<file path="src/hdl/trc_pkg.sv">
package trc_pkg;

  // field widths
  localparam int TIME_W    = 32;
  localparam int RUN_W     = 31;
  localparam int MODE_W    = 3;
  localparam int CFG_IDX_W = 3;
  localparam int OPT_W     = 4;
  localparam int PCT_W     = 8;
  // quotient bits kept by the divider; anything at or above 2**QUO_W clamps
  localparam int QUO_W     = 7;
  localparam int BIT_W     = 3;
  localparam int NUM_W     = TIME_W + QUO_W;

  // command codes
  typedef enum logic [MODE_W-1:0] {
    MODE_POLL   = 3'd0,
    MODE_START  = 3'd1,
    MODE_STOP   = 3'd2,
    MODE_LOCK   = 3'd3,
    MODE_UNLOCK = 3'd4,
    MODE_STATUS = 3'd5
  } trc_mode_t;

  // configuration register indexes
  localparam logic [CFG_IDX_W-1:0] CFG_DEFAULT_DUR   = 3'd0;
  localparam logic [CFG_IDX_W-1:0] CFG_REENGAGE      = 3'd1;
  localparam logic [CFG_IDX_W-1:0] CFG_REPORT_PERIOD = 3'd2;
  localparam logic [CFG_IDX_W-1:0] CFG_OPTIONS       = 3'd3;
  localparam logic [CFG_IDX_W-1:0] CFG_RELAY_INV     = 3'd4;
  localparam logic [CFG_IDX_W-1:0] CFG_INIT_RELAY    = 3'd5;

  // option bit positions
  localparam int OPT_START_STOP      = 0;
  localparam int OPT_SINGLE_START    = 1;
  localparam int OPT_DOUBLE_LOCK     = 2;
  localparam int OPT_UNLOCK_INHIBITS = 3;

  localparam logic [TIME_W-1:0]       LOCK_INHIBIT_MS = 32'd10000;
  localparam logic [QUO_W-1:0]        PCT_FULL        = 7'd100;
  localparam logic signed [PCT_W-1:0] PCT_IDLE        = -8'sd1;

  // main sequencer
  typedef enum logic [3:0] {
    ST_IDLE,
    ST_TRIG_A,
    ST_TRIG_B,
    ST_TRIG_C,
    ST_UNLOCK,
    ST_TIMEOUT,
    ST_ELAPSE,
    ST_DIVIDE,
    ST_FINISH
  } trc_state_t;

  // divider sequencer
  typedef enum logic [2:0] {
    DV_IDLE,
    DV_MUL,
    DV_CHK,
    DV_ITER,
    DV_DONE
  } trc_dv_state_t;

  // divider result toward the sequencer
  typedef struct packed {
    logic             done;
    logic             ovf;
    logic [QUO_W-1:0] quo;
  } trc_div_res_t;

endpackage

</file>
<file path="src/hdl/trc_if.sv">
interface trc_in_if;
  logic                        valid;
  logic                        ready;
  logic [trc_pkg::MODE_W-1:0]  mode;
  logic [trc_pkg::TIME_W-1:0]  now_ms;
  logic                        trigger_pressed;
  logic                        unlock_pressed;
  logic [trc_pkg::RUN_W-1:0]   run_ms;
  logic                        use_default;
  logic                        force_req;

  modport source (
    output valid, mode, now_ms, trigger_pressed, unlock_pressed, run_ms,
           use_default, force_req,
    input  ready
  );
  modport sink (
    input  valid, mode, now_ms, trigger_pressed, unlock_pressed, run_ms,
           use_default, force_req,
    output ready
  );
endinterface

interface trc_out_if;
  logic                              valid;
  logic                              ready;
  logic                              relay_level;
  logic                              locked_flag;
  logic signed [trc_pkg::PCT_W-1:0]  covered_percent;
  logic                              report_valid;

  modport source (
    output valid, relay_level, locked_flag, covered_percent, report_valid,
    input  ready
  );
  modport sink (
    input  valid, relay_level, locked_flag, covered_percent, report_valid,
    output ready
  );
endinterface

</file>
<file path="src/hdl/timed_relay_controller_top.sv">
// Channel  | Dir | Beat contents
// in_ch    | in  | mode, now_ms, trigger_pressed, unlock_pressed, run_ms, use_default, force_req
// out_ch   | out | relay_level, locked_flag, covered_percent, report_valid
// cfg_*    | in  | write enable, register index, write data (no read-back)
//
// One item at a time: a new command or poll is accepted only once the last
// has passed the per-step sequencer and the 7-step restoring divide unit;
// the divide steps are skipped when the covered fraction clamps early.
// rst_n is synchronous; the relay comes up off, all timers at zero.
// A finished result waits in the output register while the next item is
// taken; the final step stalls only while that register is still full.
module timed_relay_controller_top (
  input  logic                             clk,
  input  logic                             rst_n,
  trc_in_if.sink                           in_ch,
  trc_out_if.source                        out_ch,
  input  logic                             cfg_we,
  input  logic [trc_pkg::CFG_IDX_W-1:0]    cfg_idx,
  input  logic [trc_pkg::TIME_W-1:0]       cfg_wdata
);
  import trc_pkg::*;

  // configuration
  logic [TIME_W-1:0] dflt_r, reeng_ms_r, period_r;
  logic [OPT_W-1:0]  opt_r;
  logic              inv_r;

  // sequencer and captured item
  trc_state_t        state_r, state_nxt;
  logic [MODE_W-1:0] mode_r;
  logic [TIME_W-1:0] now_r;
  logic              trig_r, unl_r, use_def_r, force_r;
  logic [RUN_W-1:0]  run_r;
  logic              idle_r, idle_nxt;
  logic              report_r, report_nxt;

  // controller state
  logic              relay_r, relay_nxt;
  logic              lock_r, lock_nxt;
  logic [TIME_W-1:0] active_r, active_nxt;
  logic [TIME_W-1:0] end_r, end_nxt;
  logic [TIME_W-1:0] last_r, last_nxt;
  logic [TIME_W-1:0] reeng_r, reeng_nxt;
  logic [TIME_W-1:0] unl_blk_r, unl_blk_nxt;

  // result register
  logic                    out_valid_r, out_valid_nxt;
  logic                    out_relay_r, out_lock_r, out_report_r;
  logic signed [PCT_W-1:0] out_pct_r;

  // shared add/compare unit
  logic [TIME_W-1:0] add_op, sum, cmp_b;
  logic              now_gt, now_ge;
  logic              do_start, do_stop;

  // finish step
  logic               in_fire, out_free, load_out;
  logic               run_idle, pct_pos;
  logic [QUO_W-1:0]   pct_val;
  logic [TIME_W-1:0]  since_last;
  logic [TIME_W-1:0]  elapsed;
  trc_div_res_t       div_res;

  assign in_fire  = in_ch.valid && in_ch.ready;
  assign out_free = !out_valid_r || out_ch.ready;
  assign load_out = (state_r == ST_FINISH) && out_free;

  assign sum    = now_r + add_op;
  assign now_gt = now_r > cmp_b;
  assign now_ge = now_r >= cmp_b;

  // covered fraction: elapsed = now - (end - length), modulo 2**32
  assign elapsed = now_r - end_r + active_r;

  trc_div u_div (
    .clk     (clk),
    .rst_n   (rst_n),
    .start   (state_r == ST_ELAPSE),
    .elapsed (elapsed),
    .den     (active_r),
    .res     (div_res)
  );

  assign run_idle   = (active_r == '0);
  assign pct_val    = (div_res.ovf || div_res.quo > PCT_FULL) ? PCT_FULL : div_res.quo;
  assign pct_pos    = !run_idle && (div_res.ovf || div_res.quo != '0);
  assign since_last = now_r - last_r;

  // next state
  always_comb begin
    state_nxt = state_r;
    case (state_r)
      ST_IDLE:    if (in_fire) state_nxt = ST_TRIG_A;
      ST_TRIG_A:  state_nxt = (mode_r == MODE_POLL) ? ST_TRIG_B : ST_ELAPSE;
      ST_TRIG_B:  state_nxt = ST_TRIG_C;
      ST_TRIG_C:  state_nxt = ST_UNLOCK;
      ST_UNLOCK:  state_nxt = ST_TIMEOUT;
      ST_TIMEOUT: state_nxt = ST_ELAPSE;
      ST_ELAPSE:  state_nxt = ST_DIVIDE;
      ST_DIVIDE:  if (div_res.done) state_nxt = ST_FINISH;
      ST_FINISH:  if (out_free) state_nxt = ST_IDLE;
      default:    state_nxt = ST_IDLE;
    endcase
  end

  // per-step controller actions
  always_comb begin
    add_op      = dflt_r;
    cmp_b       = reeng_r;
    do_start    = 1'b0;
    do_stop     = 1'b0;
    idle_nxt    = idle_r;
    report_nxt  = report_r;
    relay_nxt   = relay_r;
    lock_nxt    = lock_r;
    active_nxt  = active_r;
    end_nxt     = end_r;
    last_nxt    = last_r;
    reeng_nxt   = reeng_r;
    unl_blk_nxt = unl_blk_r;

    case (state_r)
      // command, or the start/stop action of a trigger
      ST_TRIG_A: begin
        idle_nxt   = run_idle;
        report_nxt = 1'b1;
        case (mode_r)
          MODE_POLL: begin
            report_nxt = trig_r;
            if (trig_r && opt_r[OPT_START_STOP]) begin
              if (run_idle) begin
                do_start = now_ge && !lock_r;
              end else begin
                add_op  = reeng_ms_r;
                do_stop = 1'b1;
              end
            end
          end
          MODE_START: begin
            add_op   = use_def_r ? dflt_r : TIME_W'(run_r);
            do_start = now_ge && (!lock_r || force_r);
          end
          MODE_STOP: begin
            add_op  = reeng_ms_r;
            do_stop = 1'b1;
          end
          MODE_LOCK:   lock_nxt = 1'b1;
          MODE_UNLOCK: lock_nxt = 1'b0;
          MODE_STATUS: ;
          default:     report_nxt = 1'b0;
        endcase
      end
      // single start
      ST_TRIG_B: begin
        do_start = trig_r && opt_r[OPT_SINGLE_START] && idle_r && now_ge && !lock_r;
      end
      // double trigger lock, else a plain start
      ST_TRIG_C: begin
        if (trig_r) begin
          if (opt_r[OPT_DOUBLE_LOCK]) begin
            if (idle_r && now_gt) begin
              do_start = !lock_r;
            end else begin
              add_op      = LOCK_INHIBIT_MS;
              lock_nxt    = 1'b1;
              unl_blk_nxt = sum;
            end
          end else begin
            do_start = now_ge && !lock_r;
          end
        end
      end
      // unlock button
      ST_UNLOCK: begin
        cmp_b  = unl_blk_r;
        add_op = reeng_ms_r;
        if (unl_r && now_gt) begin
          lock_nxt   = 1'b0;
          report_nxt = 1'b1;
          if (opt_r[OPT_UNLOCK_INHIBITS]) reeng_nxt = sum;
        end
      end
      // run timeout
      ST_TIMEOUT: begin
        cmp_b  = end_r;
        add_op = reeng_ms_r;
        if (!run_idle && end_r != '0 && now_gt) begin
          do_stop    = 1'b1;
          report_nxt = 1'b1;
        end
      end
      // periodic and end-of-run reports, committed with the result
      ST_FINISH: begin
        if (load_out && mode_r == MODE_POLL) begin
          if (pct_pos && period_r != '0 && since_last > period_r) begin
            report_nxt = 1'b1;
            last_nxt   = now_r;
          end
          if (run_idle && last_r != '0) begin
            report_nxt = 1'b1;
            last_nxt   = '0;
          end
        end
      end
      default: ;
    endcase

    if (do_start) begin
      relay_nxt  = 1'b1;
      active_nxt = add_op;
      end_nxt    = sum;
    end
    if (do_stop) begin
      relay_nxt  = 1'b0;
      end_nxt    = now_r;
      reeng_nxt  = sum;
      active_nxt = '0;
    end
  end

  // result register handshake
  always_comb begin
    out_valid_nxt = out_valid_r;
    if (out_ch.ready) out_valid_nxt = 1'b0;
    if (load_out)     out_valid_nxt = 1'b1;
  end

  // control and controller state
  always_ff @(posedge clk) begin
    if (!rst_n) begin
      state_r     <= ST_IDLE;
      out_valid_r <= 1'b0;
      relay_r     <= 1'b0;
      lock_r      <= 1'b0;
      active_r    <= '0;
      end_r       <= '0;
      last_r      <= '0;
      reeng_r     <= '0;
      unl_blk_r   <= '0;
      idle_r      <= 1'b1;
      report_r    <= 1'b0;
    end else begin
      state_r     <= state_nxt;
      out_valid_r <= out_valid_nxt;
      relay_r     <= relay_nxt;
      lock_r      <= lock_nxt;
      active_r    <= active_nxt;
      end_r       <= end_nxt;
      last_r      <= last_nxt;
      reeng_r     <= reeng_nxt;
      unl_blk_r   <= unl_blk_nxt;
      idle_r      <= idle_nxt;
      report_r    <= report_nxt;
    end
  end

  // configuration writes
  always_ff @(posedge clk) begin
    if (!rst_n) begin
      dflt_r     <= '0;
      reeng_ms_r <= '0;
      period_r   <= '0;
      opt_r      <= '0;
      inv_r      <= 1'b0;
    end else if (cfg_we) begin
      case (cfg_idx)
        CFG_DEFAULT_DUR:   dflt_r     <= cfg_wdata;
        CFG_REENGAGE:      reeng_ms_r <= cfg_wdata;
        CFG_REPORT_PERIOD: period_r   <= cfg_wdata;
        CFG_OPTIONS:       opt_r      <= cfg_wdata[OPT_W-1:0];
        CFG_RELAY_INV:     inv_r      <= cfg_wdata[0];
        // initial relay level writes are ignored; reset always clears the relay
        CFG_INIT_RELAY:    ;
        default:           ;
      endcase
    end
  end

  // item capture
  always_ff @(posedge clk) begin
    if (in_fire) begin
      mode_r    <= in_ch.mode;
      now_r     <= in_ch.now_ms;
      trig_r    <= in_ch.trigger_pressed;
      unl_r     <= in_ch.unlock_pressed;
      run_r     <= in_ch.run_ms;
      use_def_r <= in_ch.use_default;
      force_r   <= in_ch.force_req;
    end
  end

  // result payload
  always_ff @(posedge clk) begin
    if (load_out) begin
      out_relay_r  <= relay_r ^ inv_r;
      out_lock_r   <= lock_r;
      out_pct_r    <= run_idle ? PCT_IDLE : PCT_W'(pct_val);
      out_report_r <= report_nxt;
    end
  end

  assign in_ch.ready            = (state_r == ST_IDLE);
  assign out_ch.valid           = out_valid_r;
  assign out_ch.relay_level     = out_relay_r;
  assign out_ch.locked_flag     = out_lock_r;
  assign out_ch.covered_percent = out_pct_r;
  assign out_ch.report_valid    = out_report_r;

  // divider finishes only while the sequencer waits for it
  a_div_done_in_divide: assert property (@(posedge clk) disable iff (!rst_n)
    div_res.done |-> state_r == ST_DIVIDE)
    else $error("divider done outside divide step");

  // a new result beat is loaded only by the finish step
  a_out_from_finish: assert property (@(posedge clk) disable iff (!rst_n)
    $rose(out_valid_r) |-> $past(state_r) == ST_FINISH)
    else $error("result loaded outside finish step");

  // covered percent stays within -1..100
  a_pct_range: assert property (@(posedge clk) disable iff (!rst_n)
    out_valid_r |-> (out_pct_r >= PCT_IDLE && out_pct_r <= $signed({1'b0, PCT_FULL})))
    else $error("covered percent out of range");

  // a run timeout stops the run: relay off and active length zero
  a_idle_relay_off: assert property (@(posedge clk) disable iff (!rst_n)
    (state_r == ST_TIMEOUT && !run_idle && end_r != '0 && now_gt)
      |=> (!relay_r && active_r == '0))
    else $error("timeout did not stop the run");

endmodule

</file>
<file path="src/hdl/trc_div.sv">
module trc_div (
  input  logic                          clk,
  input  logic                          rst_n,
  input  logic                          start,
  input  logic [trc_pkg::TIME_W-1:0]    elapsed,
  input  logic [trc_pkg::TIME_W-1:0]    den,
  output trc_pkg::trc_div_res_t         res
);
  import trc_pkg::*;

  trc_dv_state_t      state_r, state_nxt;
  logic [TIME_W-1:0]  elap_r;
  logic [TIME_W-1:0]  den_r;
  logic [NUM_W-1:0]   num_r;
  logic [TIME_W-1:0]  rem_r;
  logic [QUO_W-1:0]   quo_r;
  logic [BIT_W-1:0]   bit_r;
  logic               ovf_r;

  logic [QUO_W-1:0]   num_lo;
  logic [TIME_W:0]    trial;
  logic               trial_ge;
  logic               hi_ge;

  // high part of the numerator against the divisor: quotient >= 2**QUO_W
  assign hi_ge    = num_r[NUM_W-1:QUO_W] >= den_r;
  // one restoring step per cycle
  assign num_lo   = num_r[QUO_W-1:0];
  assign trial    = {rem_r, num_lo[bit_r]};
  assign trial_ge = trial >= {1'b0, den_r};

  // next state
  always_comb begin
    state_nxt = state_r;
    case (state_r)
      DV_IDLE: if (start) state_nxt = DV_MUL;
      DV_MUL:  state_nxt = DV_CHK;
      DV_CHK:  state_nxt = hi_ge ? DV_DONE : DV_ITER;
      DV_ITER: if (bit_r == '0) state_nxt = DV_DONE;
      DV_DONE: state_nxt = DV_IDLE;
      default: state_nxt = DV_IDLE;
    endcase
  end

  // outputs
  always_comb begin
    res.done = (state_r == DV_DONE);
    res.ovf  = ovf_r;
    res.quo  = quo_r;
  end

  always_ff @(posedge clk) begin
    if (!rst_n) begin
      state_r <= DV_IDLE;
    end else begin
      state_r <= state_nxt;
    end
  end

  // datapath
  always_ff @(posedge clk) begin
    case (state_r)
      DV_IDLE: begin
        if (start) begin
          elap_r <= elapsed;
          den_r  <= den;
        end
      end
      DV_MUL: begin
        num_r <= NUM_W'(elap_r) * NUM_W'(PCT_FULL);
      end
      DV_CHK: begin
        ovf_r <= hi_ge;
        rem_r <= num_r[NUM_W-1:QUO_W];
        quo_r <= '0;
        bit_r <= BIT_W'(QUO_W - 1);
      end
      DV_ITER: begin
        rem_r <= trial_ge ? TIME_W'(trial - {1'b0, den_r}) : trial[TIME_W-1:0];
        quo_r <= {quo_r[QUO_W-2:0], trial_ge};
        bit_r <= bit_r - 1'b1;
      end
      default: ;
    endcase
  end

endmodule
</file>
<file path="src/flat_wrapper.sv">
// flat-port wrapper written by rule: the top's interface ports become plain ports
module timed_relay_controller_top_flat import trc_pkg::*;
  (clk, rst_n, cfg_we, cfg_idx, cfg_wdata, in_ch_valid, in_ch_mode, in_ch_now_ms, in_ch_trigger_pressed, in_ch_unlock_pressed, in_ch_run_ms, in_ch_use_default, in_ch_force_req, in_ch_ready, out_ch_valid, out_ch_relay_level, out_ch_locked_flag, out_ch_covered_percent, out_ch_report_valid, out_ch_ready);
  trc_in_if in_ch_i ();
  trc_out_if out_ch_i ();
  input  logic clk;
  input  logic rst_n;
  input  logic cfg_we;
  input  logic [trc_pkg::CFG_IDX_W-1:0] cfg_idx;
  input  logic [trc_pkg::TIME_W-1:0] cfg_wdata;
  input wire logic [$bits(in_ch_i.valid)-1:0] in_ch_valid;
  input wire logic [$bits(in_ch_i.mode)-1:0] in_ch_mode;
  input wire logic [$bits(in_ch_i.now_ms)-1:0] in_ch_now_ms;
  input wire logic [$bits(in_ch_i.trigger_pressed)-1:0] in_ch_trigger_pressed;
  input wire logic [$bits(in_ch_i.unlock_pressed)-1:0] in_ch_unlock_pressed;
  input wire logic [$bits(in_ch_i.run_ms)-1:0] in_ch_run_ms;
  input wire logic [$bits(in_ch_i.use_default)-1:0] in_ch_use_default;
  input wire logic [$bits(in_ch_i.force_req)-1:0] in_ch_force_req;
  output wire logic [$bits(in_ch_i.ready)-1:0] in_ch_ready;
  output wire logic [$bits(out_ch_i.valid)-1:0] out_ch_valid;
  output wire logic [$bits(out_ch_i.relay_level)-1:0] out_ch_relay_level;
  output wire logic [$bits(out_ch_i.locked_flag)-1:0] out_ch_locked_flag;
  output wire logic [$bits(out_ch_i.covered_percent)-1:0] out_ch_covered_percent;
  output wire logic [$bits(out_ch_i.report_valid)-1:0] out_ch_report_valid;
  input wire logic [$bits(out_ch_i.ready)-1:0] out_ch_ready;
  assign in_ch_i.valid = in_ch_valid;
  assign in_ch_i.mode = in_ch_mode;
  assign in_ch_i.now_ms = in_ch_now_ms;
  assign in_ch_i.trigger_pressed = in_ch_trigger_pressed;
  assign in_ch_i.unlock_pressed = in_ch_unlock_pressed;
  assign in_ch_i.run_ms = in_ch_run_ms;
  assign in_ch_i.use_default = in_ch_use_default;
  assign in_ch_i.force_req = in_ch_force_req;
  assign in_ch_ready = in_ch_i.ready;
  assign out_ch_valid = out_ch_i.valid;
  assign out_ch_relay_level = out_ch_i.relay_level;
  assign out_ch_locked_flag = out_ch_i.locked_flag;
  assign out_ch_covered_percent = out_ch_i.covered_percent;
  assign out_ch_report_valid = out_ch_i.report_valid;
  assign out_ch_i.ready = out_ch_ready;
  timed_relay_controller_top u_core (.clk(clk), .rst_n(rst_n), .in_ch(in_ch_i), .out_ch(out_ch_i), .cfg_we(cfg_we), .cfg_idx(cfg_idx), .cfg_wdata(cfg_wdata));
endmodule
</file>
<file path="config.mk">
export PLATFORM = sky130hd
export DESIGN_NAME = timed_relay_controller_top_flat
export DESIGN_NICKNAME = d
export VERILOG_FILES = /design/src/hdl/trc_pkg.sv /design/src/hdl/trc_if.sv /design/src/hdl/timed_relay_controller_top.sv /design/src/hdl/trc_div.sv /design/src/flat_wrapper.sv
export SDC_FILE = /design/constraint.sdc
export NUM_CORES = 2
export LEC_CHECK = 0
export BUFFER_PORTS_ARGS = -buffer_cell sky130_fd_sc_hd__clkbuf_2
export CORE_MARGIN = 1
export CORE_UTILIZATION = 24
export CTS_BUF_LIST = sky130_fd_sc_hd__clkbuf_2 sky130_fd_sc_hd__clkbuf_4 sky130_fd_sc_hd__clkbuf_8
export CTS_CLUSTER_DIAMETER = 150
export DETAILED_ROUTE_END_ITERATION = 7
export GPL_TIMING_DRIVEN = 0
export HOLD_SLACK_MARGIN = 0.08
export SYNTH_ARGS = -nofsm -noshare
export SYNTH_HDL_FRONTEND = slang
export SYNTH_SLANG_ARGS = --single-unit
</file>
<file path="constraint.sdc">
create_clock -name clk -period 8.05 [get_ports clk]
set_clock_uncertainty 0.1 [all_clocks]
set_input_delay 0.4025 -clock clk [delete_from_list [all_inputs] [get_ports clk]]
set_output_delay 0.4025 -clock clk [all_outputs]
set_load 0.02 [all_outputs]
</file>
==> impl_metrics.ini <==
[sta]
hold_viol = 0
hold_ws_ns = 0.1792
tightest_slew_ns = 1.172
final.setup.worst_slack_ns = 0.3066
rsz0062_at_grt = false
relSlewSlack = 0.2115
setup_violations = 0
post-route-period-util = 0.9619
period_minus_slack_ns = 7.743
drv_slew = 0
fmax_mhz = 129.1

[grt]
grt_pass1_wl_mm = 153.4
antenna_found_initial = 1
grt-ovfl-total = 0
grtUsageMet3 = 0.02053
grt_use_met2 = 0.2476
grt_pass1_vias = 27460
gr-usage-met1 = 0.1785
grt_usage = 0.1416
grt_max_degree = 37
busiest_layer = met2

[routing]
initialDrtViolationCount = 1952
wire_per_inst_um = 16.93
via_per_inst = 4.683
drc_errors = 0
first_pass_iters = 7
wirelength_mm = 99.24
dr_total_vias = 27450
drtAntennaViolNets = 0

[yosys]
syn_inst = 3671
synthSimpleGateAreaFrac = 0.1517
synthArstFlopShare = 0
synth-edff-count = 225
synth.distinct_cells = 96
synth-compound-area-share = 0.1978
synthXorXnorAreaFrac = 0.03683
yosys_warnings = 0
postSynthAreaPerCell_um2 = 8.939
syn_nets = 4167
synthFlopType = dfxtp_1
synth_top_family_by_area = compound AO/OA/AOI/OAI gates
synth_area_um2 = 32820
ys_ff_latch = 498
synthMuxAreaShare = 0.01769
seq_area_frac_synth = 0.3724
synth_fa_ha_area_frac = 0.1611

[critical_path]
path_max_fanout = 19
r2r_setup_slack_ns = 0.31
reg2reg_depth = 29
crit_path_start_kind = flip-flop
critPathCaptureType = flip-flop
crit_slowest_cell = o311ai_2
required_ns = 8.51
r2r-end = u_core.unl_blk_r[30]$_SDFFE_PN0P_
cp-endpoint = u_core.unl_blk_r[30]$_SDFFE_PN0P_
critical_path_class = flip-flop to flip-flop
cp-startpoint = u_core.state_r[2]$_SDFFE_PN0P_
slowest_delay_ns = 0.52
r2r_start = u_core.state_r[2]$_SDFFE_PN0P_
arrival_ns = 8.20

[run]
drv_cap = 0

[floorplanning]
coreArea_um2 = 135600
die_w_um = 371.8
die_h_um = 371.8
io_pins = 123
die-area_um2 = 138200
rows = 135
start_util = 0.2419

[final_layout]
fin_nets = 4503
largest_reg_flops = 37
num_antenna_cells = 0
drive_above_1_share = 0.09657
largest_register = u_core.u_div.num_r
area_growth_pct = 18.56

[placement]
gp_congestion = 0.9158
pre_cts_slack_ns = -1.351
io_buffers = 121
hpwl_mm = 78.93

[hold_path]
min-delay-path-class = input port to flip-flop

[power_and_ir_drop]
ir_drop_uv = 131.6
p_per_area_nw_per_um2 = 188.4
p_leak_nw = 15.40

[cts]
clock_latency_ns = 0.70
htree_levels = 3
cts_root_buffer = clkbuf_8
cts_sinks = 498
cts.clk_slew.worst_paths_ns = 0.07
cts_max_path_buffers = 3
numCtsBuffers = 93
cts_tree = yes

[outcome]
status = completed
==> layout by cell type, fill, tap and decap left out, types with 19 or more instances in the layout <==
cell type / instances
clkbuf_8: 100
o21a_1: 38
dlygate4sd3_1: 108
buf_2: 25
xnor2_1: 94
mux2i_1: 58
edfxtp_1: 225
clkbuf_4: 28
nor4_1: 41
nor3_1: 34
inv_1: 388
clkbuf_2: 129
and3_1: 20
nor2_1: 182
nor2b_1: 32
ha_1: 325
dfxtp_1: 273
a22oi_1: 56
a21o_1: 71
nand4_1: 35
a31oi_1: 19
xor2_1: 44
a21boi_0: 154
nand3_1: 85
fa_1: 61
nand2_1: 557
a211oi_1: 20
o21ai_0: 203
clkbuf_1: 96
a221o_1: 31
a21oi_1: 203
nand2b_1: 23
==> cell families after synthesis <==
| group | Yosys count |
|---|---|
| AO/OA/AOI/OAI | 962 |
| XOR/XNOR | 138 |
| adder cells (fa/ha/maj) | 386 |
| buffers and inverters | 531 |
| flip-flops | 498 |
| multiplexers | 58 |
| AND/OR/NAND/NOR | 1098 |
==> synthesized netlist by cell type (22+ instances only) <==
| library cell | n | area share |
|---|---|---|
| a21o_1 | 71 | 0.016 |
| a21oi_1 | 203 | 0.031 |
| buf_2 | 25 | 0.0038 |
| fa_1 | 61 | 0.037 |
| a211oi_1 | 22 | 0.0050 |
| nand2b_1 | 24 | 0.0046 |
| ha_1 | 325 | 0.12 |
| nor2_1 | 184 | 0.021 |
| xnor2_1 | 94 | 0.025 |
| a22oi_1 | 57 | 0.013 |
| nor4_1 | 41 | 0.0078 |
| nand2_1 | 557 | 0.064 |
| nand3_1 | 85 | 0.013 |
| inv_1 | 388 | 0.044 |
| o21ai_0 | 203 | 0.031 |
| a221o_1 | 31 | 0.0095 |
| edfxtp_1 | 225 | 0.21 |
| nand4_1 | 35 | 0.0067 |
| xor2_1 | 44 | 0.012 |
| mux2i_1 | 58 | 0.018 |
| o21a_1 | 38 | 0.0087 |
| clkbuf_1 | 106 | 0.012 |
| a21boi_0 | 154 | 0.035 |
| dfxtp_1 | 273 | 0.17 |
| nor2b_1 | 33 | 0.0063 |
| nor3_1 | 36 | 0.0055 |
==> worst min path at each step <==
stage	depth (start not counted)	end	slack, ns	start
finish	5	u_core.inv_r$_SDFFE_PN0P_	0.18	cfg_idx[1]
global route	5	u_core.inv_r$_SDFFE_PN0P_	0.20	cfg_idx[1]
floorplan	2	u_core.reeng_r[14]$_SDFFE_PN0P_	0.33	u_core.reeng_r[14]$_SDFFE_PN0P_
global placement	2	u_core.reeng_r[20]$_SDFFE_PN0P_	0.34	u_core.reeng_r[20]$_SDFFE_PN0P_
detailed placement	2	u_core.reeng_r[20]$_SDFFE_PN0P_	0.34	u_core.reeng_r[20]$_SDFFE_PN0P_
CTS	5	u_core.inv_r$_SDFFE_PN0P_	0.1	cfg_idx[1]
==> repair_timing <==
action,CTS,global route
hold buffers,108,0
gates resized for setup,16,9
setup endpoints to repair,75,18
setup buffers,0,3
endpoints found under the hold margin,174,0
pin swaps,0,5
==> critical path, delay by kind of cell (launching register included) <==
kind	cells	cell delay, ns
compound gates	15	3.75
buf+inv	4	0.97
flops	1	0.34
fa+ha+maj	3	0.82
xor+xnor	1	0.33
simple gates	6	1.27
==> where the power goes <==
group / switching [mW] / internal (mW)
sequential: 0.113 / 2.80
combinational: 1.11 / 0.750
clock: 1.15 / 1.41
==> per-layer routing <==
metal	part of all wire	vias up	wire, µm
met5	0.00013	-	13
met4	0.027	2	2652
met3	0.052	156	5136
met2	0.48	696	47540
met1	0.44	13010	43900
li1	-	13580	-
==> per-stage QoR <==
stage	instances	TNS [ns]	total power, mW	area, µm²	utilization
2_1_floorplan	3671	0	4.221	32820	-
6_report	5861	0	7.331	38910	0.2869
5_1_grt	5861	0	7.710	38910	0.2869
3_3_place_gp	5573	-51.86	4.719	35650	0.2628
4_1_cts	5858	0	7.370	38850	0.2864
3_5_place_dp	5584	-57.90	4.749	35830	0.2642
==> cell type report <==
| cell class | instances | area, µm² |
|---|---|---|
| multi-input combinational | 2642 | 18620 |
| buffer | 139 | 604.3 |
| timing repair buffer | 243 | 1868 |
| sequential | 498 | 12220 |
| inverter | 390 | 1464 |
| tap | 1781 | 2228 |
| clock buffer | 128 | 1587 |
| fill | 14300 | 96730 |
| clock inverter | 40 | 312.8 |
Power figures use the tool's default switching activity.
